==> config.mk <==
export PLATFORM = sky130hd
export DESIGN_NAME = mecanum_slew_limited_wheel_mixer_flat
export DESIGN_NICKNAME = d
export VERILOG_FILES = /design/src/rtl/mswm_pkg.sv /design/src/rtl/mswm_if.sv /design/src/rtl/mswm_alu.sv /design/src/rtl/mswm_slew.sv /design/src/rtl/mecanum_slew_limited_wheel_mixer.sv /design/src/flat_wrapper.sv
export SDC_FILE = /design/constraint.sdc
export NUM_CORES = 2
export LEC_CHECK = 0
export ABC_AREA = 1
export BUFFER_PORTS_ARGS = -buffer_cell sky130_fd_sc_hd__buf_2
export CAP_MARGIN = 0
export CORE_ASPECT_RATIO = 2
export CORE_MARGIN = 1
export CORE_UTILIZATION = 45
export CTS_CLUSTER_DIAMETER = 60
export DETAILED_ROUTE_END_ITERATION = 6
export GPL_TIMING_DRIVEN = 0
export PLACE_DENSITY = 0.59
export SETUP_SLACK_MARGIN = 0.4
export SYNTH_ARGS = -nofsm -noshare
export SYNTH_HDL_FRONTEND = slang
export SYNTH_SLANG_ARGS = --single-unit
==> constraint.sdc <==
create_clock -name i_clk -period 20.2 [get_ports i_clk]
set_input_delay 2.02 -clock i_clk [delete_from_list [all_inputs] [get_ports i_clk]]
set_output_delay 2.02 -clock i_clk [all_outputs]
set_load 0.02 [all_outputs]
==> src/rtl/mswm_pkg.sv <==
package mswm_pkg;

    localparam int SPEED_WIDTH     = 20;
    localparam int SINE_TABLE_BITS = 10;
    localparam int SINE_N          = 1 << SINE_TABLE_BITS;
    localparam int CMD_W           = 20;
    localparam int WHEEL_W         = 24;
    localparam int CFG_IDX_W       = 3;
    localparam int CFG_DATA_W      = 16;
    localparam int SIN_W           = 16;
    localparam int PROD_W          = 48;

    localparam logic [CFG_IDX_W-1:0] REG_RISE_X    = 3'd0;
    localparam logic [CFG_IDX_W-1:0] REG_RISE_Y    = 3'd1;
    localparam logic [CFG_IDX_W-1:0] REG_RISE_TURN = 3'd2;
    localparam logic [CFG_IDX_W-1:0] REG_FALL_X    = 3'd3;
    localparam logic [CFG_IDX_W-1:0] REG_FALL_Y    = 3'd4;
    localparam logic [CFG_IDX_W-1:0] REG_FALL_TURN = 3'd5;
    localparam logic [CFG_IDX_W-1:0] REG_GEOMETRY  = 3'd6;

    localparam logic [1:0] MODE_NORMAL = 2'd0;
    localparam logic [1:0] MODE_GYRO   = 2'd1;

    typedef logic signed [SPEED_WIDTH-1:0] t_speed;

    typedef struct packed {
        logic signed [CMD_W-1:0] cmd_x;
        logic signed [CMD_W-1:0] cmd_y;
        logic signed [CMD_W-1:0] cmd_turn;
        logic [8:0]              speed_scale;
        logic [1:0]              drive_mode;
        logic [15:0]             gimbal_yaw;
    } t_in_item;

    typedef struct packed {
        logic signed [WHEEL_W-1:0] wheel_front_right;
        logic signed [WHEEL_W-1:0] wheel_front_left;
        logic signed [WHEEL_W-1:0] wheel_rear_left;
        logic signed [WHEEL_W-1:0] wheel_rear_right;
    } t_out_item;

    typedef struct packed {
        logic [CFG_IDX_W-1:0]  index;
        logic [CFG_DATA_W-1:0] data;
    } t_cfg_item;

    // Round a signed value shifted right by n, half away from zero.
    function automatic logic signed [PROD_W-1:0] rnd_shift(
        input logic signed [PROD_W-1:0] v, input int n);
        logic [PROD_W-1:0] m;
        logic [PROD_W-1:0] r;
        begin
            m = v[PROD_W-1] ? PROD_W'(-v) : PROD_W'(v);
            r = (m + (PROD_W'(1) << (n - 1))) >> n;
            return v[PROD_W-1] ? -$signed(r) : $signed(r);
        end
    endfunction

    function automatic logic signed [PROD_W-1:0] sat_w(
        input logic signed [PROD_W-1:0] v, input int w);
        logic signed [PROD_W-1:0] hi;
        logic signed [PROD_W-1:0] lo;
        begin
            hi = (PROD_W'(1) <<< (w - 1)) - PROD_W'(1);
            lo = -hi - PROD_W'(1);
            return (v > hi) ? hi : ((v < lo) ? lo : v);
        end
    endfunction

    // Quarter-wave polynomial, evaluated at elaboration for the constant table.
    function automatic logic [SIN_W-1:0] quarter_sine(input longint unsigned u);
        longint unsigned x;
        longint unsigned x2;
        longint unsigned t;
        longint unsigned y;
        begin
            x  = u << (30 - (SINE_TABLE_BITS - 2));
            x2 = (x * x) >> 30;
            t  = 64'd172272;
            t  = 64'd5026995   - ((t * x2) >> 30);
            t  = 64'd85569306  - ((t * x2) >> 30);
            t  = 64'd693598668 - ((t * x2) >> 30);
            t  = 64'd1686629713 - ((t * x2) >> 30);
            y  = (t * x) >> 30;
            y  = (y + 64'd32768) >> 16;
            if (y > 64'd16384) y = 64'd16384;
            return SIN_W'(y);
        end
    endfunction

    function automatic logic [SINE_N/4-1:0][SIN_W-1:0] build_qsine();
        logic [SINE_N/4-1:0][SIN_W-1:0] tbl;
        begin
            for (int u = 0; u < SINE_N / 4; u++) tbl[u] = quarter_sine(64'(u));
            return tbl;
        end
    endfunction

    // First quarter of the wave, plus the peak at a quarter turn.
    localparam logic [SINE_N/4-1:0][SIN_W-1:0] QSINE = build_qsine();
    localparam logic [SIN_W-1:0] SINE_PEAK = quarter_sine(64'(SINE_N / 4));

    // Full-turn sine from the quarter table: mirror odd quadrants, negate the lower half.
    function automatic logic signed [SIN_W-1:0] sine_lookup(
        input logic [SINE_TABLE_BITS-1:0] k);
        logic [SINE_TABLE_BITS-3:0] r;
        logic [SINE_TABLE_BITS-3:0] ri;
        logic [SIN_W-1:0] s;
        begin
            r  = k[SINE_TABLE_BITS-3:0];
            ri = -r;
            if (!k[SINE_TABLE_BITS-2]) s = QSINE[r];
            else if (r == '0) s = SINE_PEAK;
            else s = QSINE[ri];
            return k[SINE_TABLE_BITS-1] ? -$signed(s) : $signed(s);
        end
    endfunction

endpackage

==> src/rtl/mswm_if.sv <==
interface mswm_stream_if #(parameter type T = logic);
    logic valid;
    logic ready;
    T     data;
    modport source (output valid, output data, input ready);
    modport sink   (input valid, input data, output ready);
endinterface

==> src/rtl/mswm_alu.sv <==
module mswm_alu (
    input  logic                            i_clk,
    input  logic signed [mswm_pkg::CMD_W:0] i_a,
    input  logic signed [17:0]              i_b,
    output logic signed [mswm_pkg::PROD_W-1:0] o_p
);
    import mswm_pkg::*;

    logic signed [PROD_W-1:0] r_p;

    // Single shared multiplier, product registered.
    always_ff @(posedge i_clk) begin
        r_p <= PROD_W'(i_a * i_b);
    end

    assign o_p = r_p;
endmodule

==> src/rtl/mswm_slew.sv <==
module mswm_slew (
    input  logic signed [mswm_pkg::SPEED_WIDTH-1:0] i_cmd,
    input  logic signed [mswm_pkg::SPEED_WIDTH-1:0] i_plan,
    input  logic [15:0]                             i_rise,
    input  logic [15:0]                             i_fall,
    output logic signed [mswm_pkg::SPEED_WIDTH-1:0] o_plan
);
    import mswm_pkg::*;

    localparam int W = SPEED_WIDTH + 2;

    logic signed [W-1:0] c, q, mc, mq, d, md, rise, fall, res;
    logic same;

    always_comb begin
        c    = W'(i_cmd);
        q    = W'(i_plan);
        rise = W'($signed({1'b0, i_rise}));
        fall = W'($signed({1'b0, i_fall}));
        mc   = c[W-1] ? -c : c;
        mq   = q[W-1] ? -q : q;
        d    = mc - mq;
        md   = d[W-1] ? -d : d;
        same = (c != '0) && !((c > 0 && q < 0) || (c < 0 && q > 0));
        if (same) begin
            if (md <= rise) res = c;
            else if ((d > 0) == (c > 0)) res = q + rise;
            else res = q - rise;
        end else begin
            if (mq < fall) res = '0;
            else if (q > 0) res = q - fall;
            else res = q + fall;
        end
        o_plan = SPEED_WIDTH'(res);
    end
endmodule

==> src/rtl/mecanum_slew_limited_wheel_mixer.sv <==
// Mecanum wheel mixer with per-axis slew limiting.
// Channels: i_cmd (sink) takes one transaction per control tick holding the
// x, y, turn commands, speed scale, drive mode and gimbal yaw. o_wheel
// (source) gives the four saturated wheel speed targets. i_cfg (sink) writes
// the seven step/geometry registers by index; indexes beyond six are dropped.
// Sequence: after acceptance a normal or gyro tick passes the MX, MY, MT, SLEW,
// R0-R3, RW and MIX states and raises o_wheel.valid from OUT; one shared
// 21x18 multiplier performs the three scalings, the four rotation products and
// the turn-geometry product in turn, and a new tick is accepted only after the
// last result enters the output register. Hold mode (and the unused code)
// consumes the transaction, gives no result and leaves the planned speeds
// untouched. Reset clears the planned speeds, reloads register defaults and
// empties the output register. While the receiver stalls the result is held
// in the output register; the next tick is still accepted and worked on,
// waiting only at the hand-off until the register is free.
module mecanum_slew_limited_wheel_mixer (
    input  logic i_clk,
    input  logic i_rst_n,
    mswm_stream_if.sink   i_cmd,
    mswm_stream_if.sink   i_cfg,
    mswm_stream_if.source o_wheel
);
    import mswm_pkg::*;

    typedef enum logic [3:0] {
        S_IDLE, S_MX, S_MY, S_MT, S_SLEW, S_R0, S_R1, S_R2, S_R3, S_RW,
        S_W, S_MIX, S_OUT
    } t_state;

    t_state r_state;
    t_in_item r_in;
    logic [15:0] r_rise_x, r_rise_y, r_rise_t, r_fall_x, r_fall_y, r_fall_t, r_geom;
    t_speed r_px, r_py, r_pt;
    t_speed r_sx, r_sy, r_st;
    logic signed [PROD_W-1:0] r_acc0, r_acc1, r_w;
    logic signed [SIN_W-1:0] r_sin, r_cos;
    t_out_item r_out;
    logic r_out_valid;

    logic signed [CMD_W:0] mul_a;
    logic signed [17:0] mul_b;
    logic signed [PROD_W-1:0] mul_p;
    t_speed n_px, n_py, n_pt;
    t_speed scaled_p;
    logic [SINE_TABLE_BITS-1:0] k;
    logic signed [PROD_W-1:0] vx, vy, w;

    mswm_alu u_alu (.i_clk(i_clk), .i_a(mul_a), .i_b(mul_b), .o_p(mul_p));

    mswm_slew u_sx (.i_cmd(r_sx), .i_plan(r_px), .i_rise(r_rise_x),
                    .i_fall(r_fall_x), .o_plan(n_px));
    mswm_slew u_sy (.i_cmd(r_sy), .i_plan(r_py), .i_rise(r_rise_y),
                    .i_fall(r_fall_y), .o_plan(n_py));
    mswm_slew u_st (.i_cmd(r_st), .i_plan(r_pt), .i_rise(r_rise_t),
                    .i_fall(r_fall_t), .o_plan(n_pt));

    assign i_cmd.ready   = (r_state == S_IDLE);
    assign i_cfg.ready   = 1'b1;
    assign o_wheel.valid = r_out_valid;
    assign o_wheel.data  = r_out;

    assign k = SINE_TABLE_BITS'((17'h10000 - 17'(r_in.gimbal_yaw)) >> (16 - SINE_TABLE_BITS));
    assign scaled_p = SPEED_WIDTH'(sat_w(rnd_shift(mul_p, 8), SPEED_WIDTH));

    // Operand selection for the shared multiplier.
    always_comb begin
        mul_a = '0;
        mul_b = '0;
        case (r_state)
            S_IDLE: begin
                mul_a = (CMD_W+1)'(i_cmd.data.cmd_x);
                mul_b = 18'($signed({1'b0, i_cmd.data.speed_scale}));
            end
            S_MX: begin
                mul_a = (CMD_W+1)'(r_in.cmd_y);
                mul_b = 18'($signed({1'b0, r_in.speed_scale}));
            end
            S_MY: begin
                mul_a = (CMD_W+1)'(r_in.cmd_turn);
                mul_b = 18'($signed({1'b0, r_in.speed_scale}));
            end
            S_SLEW: begin
                mul_a = -(CMD_W+1)'(n_px);
                mul_b = 18'(sine_lookup(k + SINE_TABLE_BITS'(SINE_N / 4)));
            end
            S_R0: begin
                mul_a = (CMD_W+1)'(r_py);
                mul_b = 18'(r_sin);
            end
            S_R1: begin
                mul_a = (CMD_W+1)'(r_px);
                mul_b = 18'(r_sin);
            end
            S_R2: begin
                mul_a = (CMD_W+1)'(r_py);
                mul_b = 18'(r_cos);
            end
            S_R3: begin
                mul_a = (CMD_W+1)'(r_pt);
                mul_b = 18'($signed({2'b0, r_geom}));
            end
            default: ;
        endcase
    end

    always_comb begin
        if (r_in.drive_mode == MODE_GYRO) begin
            vx = rnd_shift(r_acc0, 14);
            vy = rnd_shift(r_acc1, 14);
        end else begin
            vx = -PROD_W'(r_px);
            vy = PROD_W'(r_py);
        end
        w = r_w;
    end

    always_ff @(posedge i_clk) begin
        if (!i_rst_n) begin
            r_state     <= S_IDLE;
            r_out_valid <= 1'b0;
            r_px <= '0; r_py <= '0; r_pt <= '0;
            r_rise_x <= 16'd61;  r_rise_y <= 16'd61;  r_rise_t <= 16'd92;
            r_fall_x <= 16'd154; r_fall_y <= 16'd154; r_fall_t <= 16'd154;
            r_geom   <= 16'd256;
        end else begin
            if (i_cfg.valid) begin
                case (i_cfg.data.index)
                    REG_RISE_X:    r_rise_x <= i_cfg.data.data;
                    REG_RISE_Y:    r_rise_y <= i_cfg.data.data;
                    REG_RISE_TURN: r_rise_t <= i_cfg.data.data;
                    REG_FALL_X:    r_fall_x <= i_cfg.data.data;
                    REG_FALL_Y:    r_fall_y <= i_cfg.data.data;
                    REG_FALL_TURN: r_fall_t <= i_cfg.data.data;
                    REG_GEOMETRY:  r_geom   <= i_cfg.data.data;
                    default: ;
                endcase
            end
            if (o_wheel.valid && o_wheel.ready && r_state != S_OUT) r_out_valid <= 1'b0;
            case (r_state)
                S_IDLE: if (i_cmd.valid) begin
                    r_in    <= i_cmd.data;
                    r_state <= (i_cmd.data.drive_mode == MODE_NORMAL ||
                                i_cmd.data.drive_mode == MODE_GYRO) ? S_MX : S_W;
                end
                S_MX: begin r_sx <= scaled_p; r_state <= S_MY; end
                S_MY: begin r_sy <= scaled_p; r_state <= S_MT; end
                S_MT: begin r_st <= scaled_p; r_state <= S_SLEW; end
                S_SLEW: begin
                    // Advance all three planned speeds at once.
                    r_px  <= n_px; r_py <= n_py; r_pt <= n_pt;
                    r_sin <= sine_lookup(k);
                    r_cos <= sine_lookup(k + SINE_TABLE_BITS'(SINE_N / 4));
                    r_state <= S_R0;
                end
                S_R0: begin r_acc0 <= mul_p; r_state <= S_R1; end
                S_R1: begin r_acc0 <= r_acc0 + mul_p; r_state <= S_R2; end
                S_R2: begin r_acc1 <= mul_p; r_state <= S_R3; end
                S_R3: begin r_acc1 <= r_acc1 + mul_p; r_state <= S_RW; end
                S_RW: begin r_w <= rnd_shift(mul_p, 8); r_state <= S_MIX; end
                S_MIX: r_state <= S_OUT;
                S_OUT: if (!r_out_valid || o_wheel.ready) begin
                    r_out.wheel_front_right <= WHEEL_W'(sat_w(vy - vx + w, WHEEL_W));
                    r_out.wheel_front_left  <= WHEEL_W'(sat_w(vx + vy + w, WHEEL_W));
                    r_out.wheel_rear_left   <= WHEEL_W'(sat_w(vx - vy + w, WHEEL_W));
                    r_out.wheel_rear_right  <= WHEEL_W'(sat_w(w - vx - vy, WHEEL_W));
                    r_out_valid <= 1'b1;
                    r_state     <= S_IDLE;
                end
                S_W: r_state <= S_IDLE;
                default: r_state <= S_IDLE;
            endcase
        end
    end

`ifndef SYNTHESIS
    a_ready_idle: assert property (@(posedge i_clk) disable iff (!i_rst_n)
        (i_cmd.ready |-> r_state == S_IDLE)) else $error("ready outside idle");
    a_hold_out: assert property (@(posedge i_clk) disable iff (!i_rst_n)
        (o_wheel.valid && !o_wheel.ready |=> o_wheel.valid && $stable(o_wheel.data)))
        else $error("result lost under stall");
    a_plan_stable: assert property (@(posedge i_clk) disable iff (!i_rst_n)
        (r_state != S_SLEW |=> $stable(r_px) && $stable(r_pt)))
        else $error("plan changed outside update");
    a_hold_mode: assert property (@(posedge i_clk) disable iff (!i_rst_n)
        (r_state == S_W |=> r_state == S_IDLE)) else $error("hold stuck");
`endif
endmodule

==> src/flat_wrapper.sv <==
// flat-port wrapper written by rule: the top's interface ports become plain ports
module mecanum_slew_limited_wheel_mixer_flat import mswm_pkg::*;
  (i_clk, i_rst_n, i_cmd_valid, i_cmd_data, i_cmd_ready, i_cfg_valid, i_cfg_data, i_cfg_ready, o_wheel_valid, o_wheel_data, o_wheel_ready);
  mswm_stream_if #(.T(t_in_item)) i_cmd_i ();
  mswm_stream_if #(.T(t_cfg_item)) i_cfg_i ();
  mswm_stream_if #(.T(t_out_item)) o_wheel_i ();
  input  logic i_clk;
  input  logic i_rst_n;
  input wire logic [$bits(i_cmd_i.valid)-1:0] i_cmd_valid;
  input wire logic [$bits(i_cmd_i.data)-1:0] i_cmd_data;
  output wire logic [$bits(i_cmd_i.ready)-1:0] i_cmd_ready;
  input wire logic [$bits(i_cfg_i.valid)-1:0] i_cfg_valid;
  input wire logic [$bits(i_cfg_i.data)-1:0] i_cfg_data;
  output wire logic [$bits(i_cfg_i.ready)-1:0] i_cfg_ready;
  output wire logic [$bits(o_wheel_i.valid)-1:0] o_wheel_valid;
  output wire logic [$bits(o_wheel_i.data)-1:0] o_wheel_data;
  input wire logic [$bits(o_wheel_i.ready)-1:0] o_wheel_ready;
  assign i_cmd_i.valid = i_cmd_valid;
  assign i_cmd_i.data = i_cmd_data;
  assign i_cmd_ready = i_cmd_i.ready;
  assign i_cfg_i.valid = i_cfg_valid;
  assign i_cfg_i.data = i_cfg_data;
  assign i_cfg_ready = i_cfg_i.ready;
  assign o_wheel_valid = o_wheel_i.valid;
  assign o_wheel_data = o_wheel_i.data;
  assign o_wheel_i.ready = o_wheel_ready;
  mecanum_slew_limited_wheel_mixer u_core (.i_clk(i_clk), .i_rst_n(i_rst_n), .i_cmd(i_cmd_i), .i_cfg(i_cfg_i), .o_wheel(o_wheel_i));
endmodule
# After elaboration in Yosys (flattened, before gate mapping)
# Memories as Yosys holds them, arrays and structs flattened.
# Index checks and enable logic that the tools add are counted.
[totals]
regBits = 624
romBits = 16384
n_memories = 4
[memory_table]
columns = ["memory", "depth", "word_bits", "read_ports", "rd_clocked_by_memory_dff", "wr", "line_no", "text"]
rows = [
  ["(name not given)", 256, 16, 1, 0, 0, "mswm_pkg.sv:112", "if (!k[SINE_TABLE_BITS-2]) s = QSINE[r];"],
  ["(name not given)", 256, 16, 1, 0, 0, "mswm_pkg.sv:114", "else s = QSINE[ri];"],
  ["(name not given)", 256, 16, 1, 0, 0, "mswm_pkg.sv:112", ""],
  ["(name not given)", 256, 16, 1, 0, 0, "mswm_pkg.sv:114", ""],
]
[op_classes]
addsub = 52
mul = 1
n_lt_le_gt_ge = 35
eq_ne = 25
n_mux = 64
reduce_logical = 50
[op_table]
columns = ["cell", "n"]
rows = [
  ["two-way mux 48 bit", 8],
  ["two-way mux 20 bit", 17],
  ["adder 48 bit", 6],
  ["two-way mux 16 bit", 15],
  ["two-way mux 22 bit", 9],
  ["> comparator 48 x 24 -> 1 bit, second input constant", 4],
  ["less-than comparator 48 x 24 -> 1 bit, second input constant", 4],
  ["one-hot mux 48 bit (2 select lines)", 2],
  ["subtractor 48 bit", 4],
  ["one-hot mux 21 bit (7 select lines)", 1],
  ["negation 48 bit", 3],
  ["negation 20 -> 22 bit", 6],
  ["adder 20 x 17 -> 20 bit", 6],
  ["> comparator 20 x 1 -> 1 bit, second input constant", 6],
  ["less-than comparator 20 x 1 -> 1 bit, second input constant", 6],
  ["subtractor 20 x 17 -> 20 bit", 6],
  ["one-hot mux 18 bit (6 select lines)", 1],
  ["adder 48 x 14 -> 48 bit, second input constant", 2],
  ["two-way mux 24 bit", 4],
  ["negation 34 -> 48 bit", 2],
  ["> comparator 22 x 1 -> 1 bit, second input constant", 3],
  ["less-or-equal comparator 22 x 17 -> 1 bit", 3],
  ["less-than comparator 22 x 17 -> 1 bit", 3],
  ["negation 22 bit", 3],
  ["other kinds (40)", 103],
]

# Depth between registers and ports, before layout
[logic_depth]
word_depth = 12
depth_mapped = 91
ltp_nobuf = 89

# By module
# A second synthesis with hierarchy kept.
[hier_totals]
hier_cells = 15453
area_unflattened_um2 = 100206.1
[modules_own_cells]
columns = ["module", "instances", "cells_per_inst", "area_each_um2", "seq_area_each_um2"]
rows = [
  ["mecanum_slew_limited_wheel_mixer", 1, 9834, 64256.6, 15524.9],
  ["mswm_alu", 1, 2027, 15663.8, 780.7],
  ["mswm_slew (u_core.u_sy)", 1, 1217, 6901.6, 0.0],
  ["mswm_slew (u_core.u_st)", 1, 1186, 6721.4, 0.0],
  ["mswm_slew (u_core.u_sx)", 1, 1189, 6662.6, 0.0],
]

# Least setup slack after synthesis
# OpenSTA, ideal clock, no wires.
[synth_timing]
path_kind = "flip-flop to flip-flop"
from = "register u_core.r_px[1]"
to = "register u_core.u_alu.r_p[37] (netlist: u_core.u_alu.o_p[37])"
setup_ns = 0.072
arrival_time_ns = 12.295
required_time_ns = 20.128
path_slack_ns = 7.833
stages_incl_launch_ff = 82
path_buffers = 2
cell_sequence = "dfxtp_1 -> inv_1 -> ha_1 -> inv_2 -> nor2_4 -> nand3_2 -> nor3_1 -> inv_1 -> nor2_1 -> inv_1 -> nor2_1 -> nand2_1 -> nor3_1 -> inv_1 -> o21ai_0 -> nand2_1 -> nand2_1 -> o21ai_0 -> [... 46 more ...] -> inv_1 -> fa_1 -> inv_1 -> fa_1 -> inv_1 -> fa_1 -> inv_1 -> ha_1 -> a21oi_1 -> o21ai_0 -> a21oi_1 -> inv_1 -> a21oi_1 -> o21ai_0 -> a21oi_1 -> nor2_1 -> nor2_1 -> xnor2_1"
[synth_between]
elab_chain_cells = 11
[synth_rtl]
columns = ["element", "line_no", "text"]
rows = [
  ["start: declaration", "mecanum_slew_limited_wheel_mixer.sv:33", "t_speed r_px, r_py, r_pt;"],
  ["start signal: assignment", "mecanum_slew_limited_wheel_mixer.sv:150", "r_px <= n_px; r_py <= n_py; r_pt <= n_pt;"],
  ["negation 20 -> 22 bit", "mswm_slew.sv:21", "mq = q[W-1] ? -q : q;"],
  ["two-way mux 22 bit", "mswm_slew.sv:21", ""],
  ["subtractor 22 bit", "mswm_slew.sv:22", "d = mc - mq;"],
  ["negation 22 bit / > comparator 22 x 1 -> 1 bit (equally long branches)", "mswm_slew.sv:23, mswm_slew.sv:27", ""],
  ["two-way mux 22 bit / equality test 1 bit (equally long branches)", "mswm_slew.sv:23, mswm_slew.sv:27", ""],
  ["less-or-equal comparator 22 x 17 -> 1 bit / two-way mux 20 bit (equally long branches)", "mswm_slew.sv:26, mswm_slew.sv:27", ""],
  ["two-way mux 20 bit", "mswm_slew.sv:26", "if (md <= rise) res = c;"],
  ["two-way mux 20 bit", "mswm_slew.sv:25", "if (same) begin"],
  ["negation 20 -> 21 bit", "mecanum_slew_limited_wheel_mixer.sv:83", "mul_a = -(CMD_W+1)'(n_px);"],
  ["one-hot mux 21 bit (7 select lines) *", "mecanum_slew_limited_wheel_mixer.sv:69", "case (r_state)"],
  ["multiplier 21 x 18 -> 39 bit *", "mswm_alu.sv:13", "r_p <= PROD_W'(i_a * i_b);"],
  ["end signal: assignment", "mswm_alu.sv:13", ""],
  ["end: declaration", "mswm_alu.sv:9", "logic signed [PROD_W-1:0] r_p;"],
]
# Mark *: on every way between the ends. The rest lies on a longest branch, timed or not.
# A chain may end at the register's enable or synchronous reset.

# Worst setup path after layout
[layout_timing]
from = "register u_core.r_in[2] in the netlist's numbering"
to = "register u_core.u_alu.r_p[37] (netlist: u_core.u_alu.o_p[37])"
[layout_between]
elab_chain_cells = 12
[layout_rtl]
columns = ["element", "line_no", "text"]
rows = [
  ["start: declaration", "mecanum_slew_limited_wheel_mixer.sv:31", "t_in_item r_in;"],
  ["start signal: assignment", "mecanum_slew_limited_wheel_mixer.sv:141", "r_in <= i_cmd.data;"],
  ["subtractor 1 x 16 -> 16 bit *", "mecanum_slew_limited_wheel_mixer.sv:62", "assign k = SINE_TABLE_BITS'((17'h10000 - 17'(r_in.gimbal_yaw)) >> (16 - SINE_TABLE_BITS));"],
  ["adder 10 x 9 -> 10 bit *", "mecanum_slew_limited_wheel_mixer.sv:84", "mul_b = 18'(sine_lookup(k + SINE_TABLE_BITS'(SINE_N / 4)));"],
  ["negation 8 bit", "mswm_pkg.sv:111", "ri = -r;"],
  ["memory read (256 x 16 bit)", "n/a", ""],
  ["two-way mux 16 bit", "n/a", ""],
  ["two-way mux 16 bit", "mswm_pkg.sv:113", "else if (r == '0) s = SINE_PEAK;"],
  ["two-way mux 16 bit", "mswm_pkg.sv:112", ""],
  ["two-way mux 16 bit", "mecanum_slew_limited_wheel_mixer.sv:69", ""],
  ["negation 16 bit", "mswm_pkg.sv:115", "return k[SINE_TABLE_BITS-1] ? -$signed(s) : $signed(s);"],
  ["two-way mux 16 bit *", "mswm_pkg.sv:115", ""],
  ["one-hot mux 18 bit (6 select lines) *", "mecanum_slew_limited_wheel_mixer.sv:69", ""],
  ["multiplier 21 x 18 -> 39 bit *", "mswm_alu.sv:13", ""],
]
# Mark *: on every way between the ends. The rest lies on a longest branch, timed or not. The select of a mux whose other input is x is not followed.

==> run_results.csv <==
group,metric,value,unit
place,place_hpwl,380000,um
clocking,cts_root_buf,"clkbuf_16",
timing,finalCriticalPeriod,17.80,ns
worst_setup_path,slowest_stage,"o21ai_0",
layout,drive_above_1_share,0.0635,
hold_path,hold_path.class,"flop to flop",
timing,worstMarginPinSlew,1.64,ns
clocking,cts_max_level,3,
timing,worst_clock_skew,0.0510,ns
layout,multi_input_area,64400,um^2
logic_synthesis,synthMuxAreaShare,0,
clocking,clk_latency,0.76,ns
grt,grt_pass1_vias,97100,
clocking,clk_pin_slew_worst_paths,0.07,ns
place,gp_congestion,1.13,
drt,wl_met3,34300,um
die,dieArea,203000,um^2
place,io_buffers,207,
timing,period_share,0.881,
clocking,numCtsBuffers,73,
logic_synthesis,synth-edff-count,399,
worst_setup_path,cp.required,20.84,ns
timing,rsz0062_at_grt,"false",
worst_setup_path,startpoint_type,"flop",
logic_synthesis,syn-cell-area,90400,um^2
grt,grt_pass1_wl,663000,um
die,start_util,0.453,
logic_synthesis,synth-seq-cells,615,
timing,drv_slew,2,
worst_setup_path,r2r_slack,2.40,ns
logic_synthesis,avgSynthCellArea,7.00,um^2
drt,ant_nets,0,
hold_path,holdPathStages,2,
grt,grt_max_degree,39,
drt,via_per_inst,6.03,
drt,vias,96000,
hold_path,whs_endpoint,"u_core.r_geom[8]",
drt,met1_length,132000,um
die,std_cell_rows,232,
die,die_height,636,um
logic_synthesis,synth-xor-area-share,0.0845,
place,dpl.cell_count,15700,
worst_setup_path,critPathMaxStageDelay,1.01,ns
layout,fin_cells,15900,
logic_synthesis,yosysWarnings,0,
worst_setup_path,crit_top_cell,"inv_1",
timing,hold_violations,0,
drt,drt_wl_total,465000,um
drt,dr.max_layer_used,"met5",
clocking,cts_resized,0,
hold_path,min-delay-start,"u_core.r_geom[8]",
timing,setup_viol_count_final,0,
logic_synthesis,synth_adder_area_share,0.228,
drt,first_pass_iters,7,
grt,overflow,0,
logic_synthesis,synth_top_family_by_area,"simple AND/OR/NAND/NOR gates",
logic_synthesis,async_flop_share,0,
drt,drtIter0Drc,8321,
layout,area_delta_synth_final,8.23,%
logic_synthesis,synth_compound_area_frac,0.157,
job,maxCapViolCount,3,
logic_synthesis,synth_flop_cell,"edfxtp_1",
drt,dr_wl_met2,228000,um
drt,wl_per_cell,29.2,um
timing,max_freq,56.2,MHz
clocking,clock-sinks,615,
logic_synthesis,synth_cell_types,90,
worst_setup_path,path_max_fanout,15,
drt,drc_errors,16,
worst_setup_path,critPathCaptureType,"flop",
layout,num-nets-final,14700,
die,coreArea,200000,um^2
timing,worst_hold_slack,0.501,ns
worst_setup_path,critPathArrivalTime,18.43,ns
grt,antenna_found_initial,55,
die,die_width,319,um
logic_synthesis,ys_seq_area_frac,0.180,
grt,grt_use_total,0.455,
die,pin_count,210,
clocking,cts_tree,"yes",
timing,relSlewSlack,-0.102,
outcome,outcome,"complete, but fails checks",
worst_setup_path,rr_worst_depth,57,
timing,setup_tns,0,ns
clocking,cts.hold.buffers_added,0,
worst_setup_path,r2r-end,"u_core.u_alu.o_p[37]",
clocking,clk_path_buf_depth,3,
worst_setup_path,reg2reg_from,"u_core.r_in[2]",
layout,nFillCells,20600,
logic_synthesis,syn_inst,12900,
logic_synthesis,synth-simple-area-share,0.242,
worst_setup_path,critPathKind,"flop to flop",
layout,seq_area,16300,um^2
outcome,failed_checks,"DRC, capacitance limit, slew limit",
worst_setup_path,crit_start,"u_core.r_in[2]",
clocking,post_cts_buffers,0,
-- worst max-delay path by stage --
stage,endpoint,slack [ns],depth (start not counted)
after global placement,u_core.u_alu.o_p[37],1.90,54
after detailed placement,u_core.u_alu.o_p[37],3.40,77
after floorplan,u_core.u_alu.o_p[37],7.83,81
after global routing,u_core.u_alu.o_p[37],1.90,76
after CTS,u_core.u_alu.o_p[37],3.33,77
final,u_core.u_alu.o_p[37],2.40,57
-- cells in the mapped netlist, types with 35 or more instances --
| library cell | number | share of area |
|---|---|---|
| a21oi_1 | 996 | 0.055 |
| a31oi_1 | 98 | 0.0068 |
| buf_2 | 65 | 0.0036 |
| clkbuf_1 | 211 | 0.0088 |
| dfxtp_1 | 216 | 0.048 |
| edfxtp_1 | 399 | 0.13 |
| fa_1 | 575 | 0.13 |
| ha_1 | 726 | 0.10 |
| inv_1 | 2149 | 0.089 |
| inv_2 | 58 | 0.0024 |
| nand2_1 | 2713 | 0.11 |
| nand2_2 | 80 | 0.0055 |
| nand3_1 | 495 | 0.027 |
| nand4_1 | 167 | 0.012 |
| nor2_1 | 1152 | 0.048 |
| nor2_2 | 39 | 0.0027 |
| nor3_1 | 160 | 0.0089 |
| nor4_1 | 52 | 0.0036 |
| o2111ai_1 | 35 | 0.0034 |
| o211ai_1 | 90 | 0.0075 |
| o21a_1 | 49 | 0.0041 |
| o21ai_0 | 882 | 0.049 |
| o21ai_1 | 35 | 0.0019 |
| o22ai_1 | 43 | 0.0030 |
| or2_2 | 56 | 0.0039 |
| xnor2_1 | 278 | 0.027 |
| xor2_1 | 573 | 0.055 |
-- cell type report --
class / count / area share
multi-input combinational: 9763 / 0.658
clock buffer: 84 / 0.0202
timing repair buffer: 237 / 0.0148
clock inverter: 50 / 0.00541
inverter: 2219 / 0.0851
buffer: 330 / 0.0154
sequential: 615 / 0.167
tap: 2574 / 0.0329
antenna: 51 / 0.00130
-- sequential cells by signal (all words and copies together) (netlist names), 20 cells and up --
| name | cells |
|---|---|
| u_core.r_st | 20 |
| u_core.u_alu.o_p | 39 |
| u_core.r_acc1 | 48 |
| u_core.r_sy | 20 |
| u_core.o_wheel.data | 96 |
| u_core.r_in | 67 |
| u_core.r_sx | 20 |
| u_core.r_w | 48 |
| u_core.r_py | 20 |
| u_core.r_px | 20 |
| u_core.r_pt | 20 |
| u_core.r_acc0 | 48 |
-- routing by layer --
metal	vias to the layer above	GRT usage
li1	42700	-
met1	45300	0.381
met5	-	0.000239
met2	5250	0.791
met4	20	0.559
met3	2702	0.126
-- cells by family after synthesis --
family / count (synthesis)
buffers and inverters: 2549
and+or+nand+nor: 5083
adders and majority gates: 1301
DFF: 615
AOI/OAI and AO/OA: 2512
xor gates and xnor gates: 861
other: 2
-- through the flow --
step                      utilization  setup WS, ns  cell area [um^2]
after floorplan                     -          7.83             90400
after global placement          0.474          1.90             94700
after detailed placement        0.476          3.40             95200
after CTS                       0.489          3.33             97700
after global routing            0.489          1.90             97800
final                           0.490          2.40             97900
-- critical path: cells and delay by family, from the launching register on --
kind | cells | cell delay [ns]
adders and majority gates | 10 | 5.23
and+or+nand+nor | 21 | 3.61
buffers and inverters | 13 | 4.02
DFF | 1 | 0.36
xor gates and xnor gates | 1 | 0.15
AOI/OAI and AO/OA | 12 | 4.20
-- layout by cell type, fill, tap and decap left out, drive strengths merged, types with 9 or more instances in the layout --
cell,n
o21bai,26
edfxtp,399
a31oi,98
o211ai,90
clkbuf,299
buf,351
and2,9
nand3b,35
xnor2,279
dfxtp,216
fa,575
o31ai,34
a21oi,999
o2111ai,35
nor3,176
nor4,54
o22ai,43
ha,726
o311ai,9
clkinv,41
a211oi,21
a21o,28
nand3,524
a22o,14
o21ai,925
o21a,49
nor3b,10
nand4,171
inv,2219
xor2,582
a2111oi,12
or2,60
a21boi,31
nor2,1213
nand2,2819
a221oi,33
o221ai,24
diode,51
Power is not shown: default switching activity piles up to over one toggle a cycle in this logic, so the estimate is an artifact.
